==> src/rtl/rqfs_pkg.sv <==
package rqfs_pkg;

  typedef enum logic [1:0] {
    CMD_PUSH  = 2'd0,
    CMD_POP   = 2'd1,
    CMD_CLEAR = 2'd2
  } cmd_t;

  typedef enum logic [1:0] {
    ST_OK    = 2'd0,
    ST_EMPTY = 2'd1,
    ST_FULL  = 2'd2
  } status_t;

  localparam int unsigned ID_W    = 8;
  localparam int unsigned BURST_W = 16;
  localparam int unsigned OCC_W   = 5;

  typedef struct packed {
    logic push;
    logic pop;
    logic mode;
  } cell_ctrl_t;

endpackage

==> src/rtl/rqfs_cell.sv <==
module rqfs_cell
  import rqfs_pkg::*;
#(
  parameter int unsigned IDX   = 0,
  parameter int unsigned CNT_W = 5,
  parameter int unsigned KEY_W = 16
) (
  input  logic             clk,
  input  cell_ctrl_t       ctrl,
  input  logic [CNT_W-1:0] cnt,
  input  logic [ID_W-1:0]  new_id,
  input  logic [KEY_W-1:0] new_key,
  input  logic             found_in,
  output logic             found_out,
  input  logic [ID_W-1:0]  left_id,
  input  logic [KEY_W-1:0] left_key,
  input  logic [ID_W-1:0]  right_id,
  input  logic [KEY_W-1:0] right_key,
  output logic [ID_W-1:0]  id,
  output logic [KEY_W-1:0] key
);

  logic [ID_W-1:0]  id_r,  id_nxt;
  logic [KEY_W-1:0] key_r, key_nxt;
  logic             occ;
  logic             ins_here;

  assign occ       = cnt > CNT_W'(IDX);
  assign ins_here  = !found_in && (!occ || (ctrl.mode && (key_r > new_key)));
  assign found_out = found_in || ins_here;

  always_comb begin
    id_nxt  = id_r;
    key_nxt = key_r;
    if (ctrl.push) begin
      if (found_in) begin
        id_nxt  = left_id;
        key_nxt = left_key;
      end else if (ins_here) begin
        id_nxt  = new_id;
        key_nxt = new_key;
      end
    end else if (ctrl.pop) begin
      id_nxt  = right_id;
      key_nxt = right_key;
    end
  end

  always_ff @(posedge clk) begin
    id_r  <= id_nxt;
    key_r <= key_nxt;
  end

  assign id  = id_r;
  assign key = key_r;

endmodule

==> src/rtl/ready_queue_fifo_or_shortest_first_core.sv <==
// Bounded ready queue of DEPTH entries held in a row of cells, head in cell 0.
// Each command (push, pop, clear) is one transfer on the in_ channel and yields
// one transfer on the out_ channel; one command is taken every clock cycle as
// long as the result register is free or being drained; the result is registered
// and shows in the next cycle. A push in first-in first-out mode appends at the
// tail; in shortest-first mode (order_mode 1) the cells compare their key with
// the new key in parallel and the entry lands after all entries whose key is
// not greater, so equal keys keep arrival order. Entries shift one cell per
// push or pop. A push on a full queue is dropped with status 2; a pop on an
// empty queue returns zeros with status 1. Write order_mode only while idle;
// a mode change leaves held entries in place.
module ready_queue_fifo_or_shortest_first_core
  import rqfs_pkg::*;
#(
  parameter int unsigned DEPTH     = 16,
  parameter int unsigned KEY_WIDTH = 16
) (
  input  logic               clk,
  input  logic               rst_n,
  input  logic               cfg_valid,
  output logic               cfg_ready,
  input  logic               cfg_order_mode,
  input  logic               in_valid,
  output logic               in_ready,
  input  logic [1:0]         in_cmd,
  input  logic [ID_W-1:0]    in_proc_id,
  input  logic [BURST_W-1:0] in_burst_left,
  output logic               out_valid,
  input  logic               out_ready,
  output logic               out_out_valid,
  output logic [ID_W-1:0]    out_id,
  output logic [BURST_W-1:0] out_burst,
  output logic [1:0]         out_status,
  output logic [OCC_W-1:0]   out_occupancy
);

  localparam int unsigned KEY_W = (KEY_WIDTH < BURST_W) ? KEY_WIDTH : BURST_W;
  localparam int unsigned CNT_W = $clog2(DEPTH + 1);

  logic             mode_r;
  logic [CNT_W-1:0] count_r, count_nxt;
  logic             out_valid_r;
  logic             res_valid_r, res_valid_nxt;
  logic [ID_W-1:0]  res_id_r, res_id_nxt;
  logic [BURST_W-1:0] res_burst_r, res_burst_nxt;
  status_t          res_status_r, res_status_nxt;
  logic [OCC_W-1:0] res_occ_r;

  logic             in_fire;
  logic             full;
  logic             empty;
  cell_ctrl_t       ctrl;
  logic [KEY_W-1:0] new_key;

  logic [ID_W-1:0]  cell_id  [DEPTH];
  logic [KEY_W-1:0] cell_key [DEPTH];
  logic [DEPTH:0]   found;

  assign cfg_ready = 1'b1;
  assign in_ready  = !out_valid_r || out_ready;
  assign in_fire   = in_valid && in_ready;
  assign full      = count_r == CNT_W'(DEPTH);
  assign empty     = count_r == '0;
  assign new_key   = in_burst_left[KEY_W-1:0];

  assign ctrl.push = in_fire && (in_cmd == CMD_PUSH) && !full;
  assign ctrl.pop  = in_fire && (in_cmd == CMD_POP) && !empty;
  assign ctrl.mode = mode_r;

  assign found[0] = 1'b0;

  for (genvar i = 0; i < DEPTH; i++) begin : g_cell
    logic [ID_W-1:0]  l_id,  r_id;
    logic [KEY_W-1:0] l_key, r_key;
    if (i == 0) begin : g_head
      assign l_id  = '0;
      assign l_key = '0;
    end else begin : g_mid
      assign l_id  = cell_id[i-1];
      assign l_key = cell_key[i-1];
    end
    if (i == DEPTH - 1) begin : g_tail
      assign r_id  = '0;
      assign r_key = '0;
    end else begin : g_body
      assign r_id  = cell_id[i+1];
      assign r_key = cell_key[i+1];
    end
    rqfs_cell #(
      .IDX   (i),
      .CNT_W (CNT_W),
      .KEY_W (KEY_W)
    ) u_cell (
      .clk       (clk),
      .ctrl      (ctrl),
      .cnt       (count_r),
      .new_id    (in_proc_id),
      .new_key   (new_key),
      .found_in  (found[i]),
      .found_out (found[i+1]),
      .left_id   (l_id),
      .left_key  (l_key),
      .right_id  (r_id),
      .right_key (r_key),
      .id        (cell_id[i]),
      .key       (cell_key[i])
    );
  end

  always_comb begin
    count_nxt      = count_r;
    res_valid_nxt  = 1'b0;
    res_id_nxt     = '0;
    res_burst_nxt  = '0;
    res_status_nxt = ST_OK;
    case (in_cmd)
      CMD_PUSH: begin
        if (full) begin
          res_status_nxt = ST_FULL;
        end else begin
          count_nxt = count_r + CNT_W'(1);
        end
      end
      CMD_POP: begin
        if (empty) begin
          res_status_nxt = ST_EMPTY;
        end else begin
          res_valid_nxt = 1'b1;
          res_id_nxt    = cell_id[0];
          res_burst_nxt = BURST_W'(cell_key[0]);
          count_nxt     = count_r - CNT_W'(1);
        end
      end
      CMD_CLEAR: begin
        count_nxt = '0;
      end
      default: begin
      end
    endcase
  end

  always_ff @(posedge clk) begin
    if (!rst_n) begin
      mode_r      <= 1'b0;
      count_r     <= '0;
      out_valid_r <= 1'b0;
    end else begin
      if (cfg_valid && cfg_ready) begin
        mode_r <= cfg_order_mode;
      end
      if (in_fire) begin
        count_r     <= count_nxt;
        out_valid_r <= 1'b1;
      end else if (out_ready) begin
        out_valid_r <= 1'b0;
      end
    end
  end

  always_ff @(posedge clk) begin
    if (in_fire) begin
      res_valid_r  <= res_valid_nxt;
      res_id_r     <= res_id_nxt;
      res_burst_r  <= res_burst_nxt;
      res_status_r <= res_status_nxt;
      res_occ_r    <= OCC_W'(count_nxt);
    end
  end

  assign out_valid     = out_valid_r;
  assign out_out_valid = res_valid_r;
  assign out_id        = res_id_r;
  assign out_burst     = res_burst_r;
  assign out_status    = res_status_r;
  assign out_occupancy = res_occ_r;

  a_count_bound: assert property (@(posedge clk) disable iff (!rst_n)
    count_r <= CNT_W'(DEPTH))
    else $error("occupancy above depth");

  a_pop_dec: assert property (@(posedge clk) disable iff (!rst_n)
    in_fire && (in_cmd == CMD_POP) && !empty |=> count_r == $past(count_r) - CNT_W'(1))
    else $error("pop did not remove one entry");

  a_push_inc: assert property (@(posedge clk) disable iff (!rst_n)
    in_fire && (in_cmd == CMD_PUSH) && !full |=> count_r == $past(count_r) + CNT_W'(1))
    else $error("push did not add one entry");

  a_full_flag: assert property (@(posedge clk) disable iff (!rst_n)
    in_fire && (in_cmd == CMD_PUSH) |=> (out_status == ST_FULL) == $past(full))
    else $error("full status mismatch");

  a_insert_once: assert property (@(posedge clk) disable iff (!rst_n)
    ctrl.push |-> found[DEPTH])
    else $error("push found no insert cell");

endmodule
==> config.mk <==
export PLATFORM = sky130hd
export DESIGN_NAME = ready_queue_fifo_or_shortest_first_core
export DESIGN_NICKNAME = d
export VERILOG_FILES = /design/src/rtl/rqfs_pkg.sv /design/src/rtl/rqfs_cell.sv /design/src/rtl/ready_queue_fifo_or_shortest_first_core.sv
export SDC_FILE = /design/constraint.sdc
export NUM_CORES = 1
export LEC_CHECK = 0
export BUFFER_PORTS_ARGS = -buffer_cell sky130_fd_sc_hd__buf_4
export CORE_UTILIZATION = 55
export DETAILED_ROUTE_END_ITERATION = 7
export PLACE_DENSITY = 0.7
export REMOVE_ABC_BUFFERS = 1
export SYNTH_ARGS = -nofsm -noshare
export SYNTH_HDL_FRONTEND = slang
export SYNTH_SLANG_ARGS = --single-unit
export TNS_END_PERCENT = 10
==> constraint.sdc <==
create_clock -name clk -period 7.6 [get_ports clk]
set_input_delay 1.52 -clock clk [delete_from_list [all_inputs] [get_ports clk]]
set_output_delay 1.52 -clock clk [all_outputs]
set_load 0.02 [all_outputs]
==> metrics.yaml <==
outcome:
  status: "completed"
synthesis:
  async_reset_ff_frac: 0
  seq_area_frac_synth: 0.470
  syn_avg_cell_area_um2: 10.1
  ys.warnings.count: 0
  synth_cells: 2664
  synth-edff-count: 416
  syn-cell-area_um2: 26900
  synthFlopType: "edfxtp_1"
  ys_ff_latch: 423
  ys_types: 71
detailed_routing:
  viasPerCell: 6.75
  drtIter0Drc: 2502
  antenna_left: 0
  drt-total-wl_um: 82200
  dr.pass1.iters: 6
  drc: 0
  vias: 22300
  wire_per_inst_um: 24.9
critical_path:
  ff2ff_path_depth: 12
  crit_fanout: 26
  reg2reg_from: "count_r[1]$_SDFFE_PN0P_"
  crit_path_start_kind: "input pin"
  worst-setup-path-type: "input pin to flip-flop"
  crit_arrival_ns: 6.28
  critPathCaptureType: "flip-flop"
  r2r-end: "g_cell[15].u_cell.key[12]$_SDFFCE_PN0P_"
  regToRegSetupSlack_ns: 2.60
  crit_required_ns: 7.92
timing:
  worst_slew_pin_slew_ns: 1.34
  period_needed_ns: 5.96
  clock.fmax_mhz: 168
  rsz0062_at_grt: "false"
  fin_hold_ws_ns: 0.534
  setup_violations: 0
  slew_viol_final: 0
  finalCritPeriodShare: 0.785
  hold_viol_final: 0
  maxSlewHeadroom: 0.108
  setup_slack_ns: 1.64
  final.setup_skew_ns: 0.0248
placement:
  place_ws_ns: 1.10
  dp_hpwl_um: 57900
  routabilityCongestion: 0.957
  portBuffers: 65
global_routing:
  antenna_found_initial: 0
  grt_usage: 0.328
  grt_max_degree: 174
  grtUsageMet2: 0.525
  grtUsageMet1: 0.442
  grt_use_met3: 0.0440
  grt_pass1_vias: 22100
  overflow: 0
  gr-max-usage-layer: "met2"
  grt_pass1_wl_um: 126000
clock_tree:
  clkLatencyLatePin_ns: 0.61
  cts_resized: 0
  ctsHtreeMaxLevel: 2
  cts.path.max_buffers: 3
  tritoncts.num_buffers: 48
  hold_buffers: 0
  root_buffer: "clkbuf_16"
  post-cts-setup-buffer-count: 0
  path_clk_slew_ns: 0.06
  clock_sinks: 423
  cts_tree: "yes"
cells_and_area:
  multiInputGateArea_um2: 13500
  layout-drive-gt1-share: 0.0837
  num_antenna_cells: 0
  fin_util: 0.615
  fillCellCount: 3887
  fin_nets: 2945
  seq_area_um2: 12600
  layout_common_cells: "nand2_1, edfxtp_1, ha_1, o21ai_0, nor2_1"
  area_growth_pct: 9.73
  layout_commonest_cell: "nand2_1"
power_and_ir_drop:
  p_leak_nw: 11.4
  p_total_mw: 6.14
  ir_drop_mv: 0.181
  p_per_area_nw_per_um2: 208
floorplanning:
  core_area_um2: 47900
  dieArea_um2: 49800
  die_y_um: 223
  chipWidth_um: 223
  pin_count: 67
  initial_core_util: 0.561
  fp-row-count: 80
hold_path:
  holdPathEnd: "out_valid$_SDFFE_PN0P_"
  worstHoldStart: "out_valid$_SDFFE_PN0P_"
  min_path_cells: 2
  hold_class: "flip-flop to flip-flop"
run:
  maxCapViolations: 0
## critical path, stage by stage
cell and delay, ns:
buf_4 0.17, inv_1 0.50, buf_4 0.26, ha_1 0.24
a21oi_1 0.13, o21a_1 0.17, o2bb2ai_1 0.07, o41ai_1 0.88
and4_1 0.48, nand4_1 0.33, or4_1 0.60, buf_4 0.31
o31a_1 0.35, buf_4 0.25
## cells by family (layout without fill, tap and decap cells)
group	after synthesis	after routing	synth area share
mux	122	122	0.0454
compound gates	721	721	0.177
fa+ha+maj	261	261	0.121
xor+xnor	2	2	0.000652
flops	423	423	0.470
other cells	1	1	0.000139
simple gates	905	905	0.152
buf+inv	229	254	0.0338
## layout make-up
cell class                      count  area share
Multi-Input combinational cell   2012       0.457
Tap cell                          615      0.0261
Clock inverter                     27     0.00789
Sequential cell                   423       0.428
Clock buffer                       60      0.0433
Timing Repair Buffer              120      0.0318
Inverter                           47     0.00598
## stage by stage
| stage | cells | setup TNS (ns) | area, um2 |
|---|---|---|---|
| 2_1_floorplan | 2482 | -2519.82 | 26200 |
| 3_3_place_gp | 3217 | 0 | 28000 |
| 3_5_place_dp | 3217 | 0 | 28000 |
| 4_1_cts | 3304 | 0 | 29500 |
| 5_1_grt | 3304 | 0 | 29500 |
| 6_report | 3304 | 0 | 29500 |
## report_power, final
part | internal (mW) | leakage [nW] | switching, mW
clock network | 1.30 | 0.733 | 1.00
registers | 2.73 | 3.93 | 0.0996
logic | 0.358 | 6.78 | 0.651
## worst max path at each step
| stage | end | cells after the start | startpoint |
|---|---|---|---|
| global placement | g_cell[15].u_cell.id[5]$_SDFFCE_PN0P_ | 14 | in_burst_left[9] |
| finish | g_cell[15].u_cell.key[12]$_SDFFCE_PN0P_ | 14 | in_burst_left[9] |
| detailed placement | g_cell[15].u_cell.id[3]$_SDFFCE_PN0P_ | 14 | in_burst_left[9] |
| CTS | g_cell[15].u_cell.key[10]$_SDFFCE_PN0P_ | 14 | in_burst_left[9] |
| floorplan | g_cell[12].u_cell.id[0]$_DFFE_PP_ | 4 | out_ready |
| global route | g_cell[15].u_cell.key[10]$_SDFFCE_PN0P_ | 14 | in_burst_left[9] |
## sequential cells by signal, summed over array words and instances (netlist names)
signal and count:
out_valid 1, out_out_valid 1, out_status 2, g_cell.u_cell.id 128, mode_r 1, out_occupancy 5
out_id 8, count_r 5, g_cell.u_cell.key 256, out_burst 16
## routing by layer
| layer | up-vias | part of all wire | wire, um |
|---|---|---|---|
| met5 | - | 0 | 0 |
| met4 | 0 | 0.047 | 3860 |
| met3 | 211 | 0.081 | 6650 |
| met2 | 1111 | 0.46 | 37800 |
| met1 | 10900 | 0.41 | 33900 |
| li1 | 10100 | - | - |
## Yosys cell counts, types with 9 or more instances
| master | instances | area [um2] |
|---|---|---|
| mux2i_1 | 122 | 1220 |
| a21o_1 | 18 | 135 |
| nor3_1 | 13 | 65.1 |
| ha_1 | 261 | 3270 |
| clkbuf_1 | 153 | 574 |
| o21ai_0 | 210 | 1050 |
| inv_1 | 47 | 176 |
| o211ai_1 | 135 | 1010 |
| nand4_1 | 52 | 325 |
| edfxtp_1 | 416 | 12500 |
| nand2_1 | 431 | 1620 |
| a221o_1 | 74 | 741 |
| nor2b_1 | 16 | 100 |
| and2_1 | 66 | 413 |
| buf_2 | 13 | 65.1 |
| a21oi_1 | 124 | 621 |
| nand3_1 | 83 | 415 |
| buf_1 | 9 | 33.8 |
| a31oi_1 | 58 | 363 |
| nand2b_1 | 10 | 62.6 |
| o21a_1 | 19 | 143 |
| nor2_1 | 181 | 679 |
| a211oi_1 | 14 | 105 |
| and3_1 | 10 | 62.6 |
No activity file was read; power rests on OpenSTA's default activity.
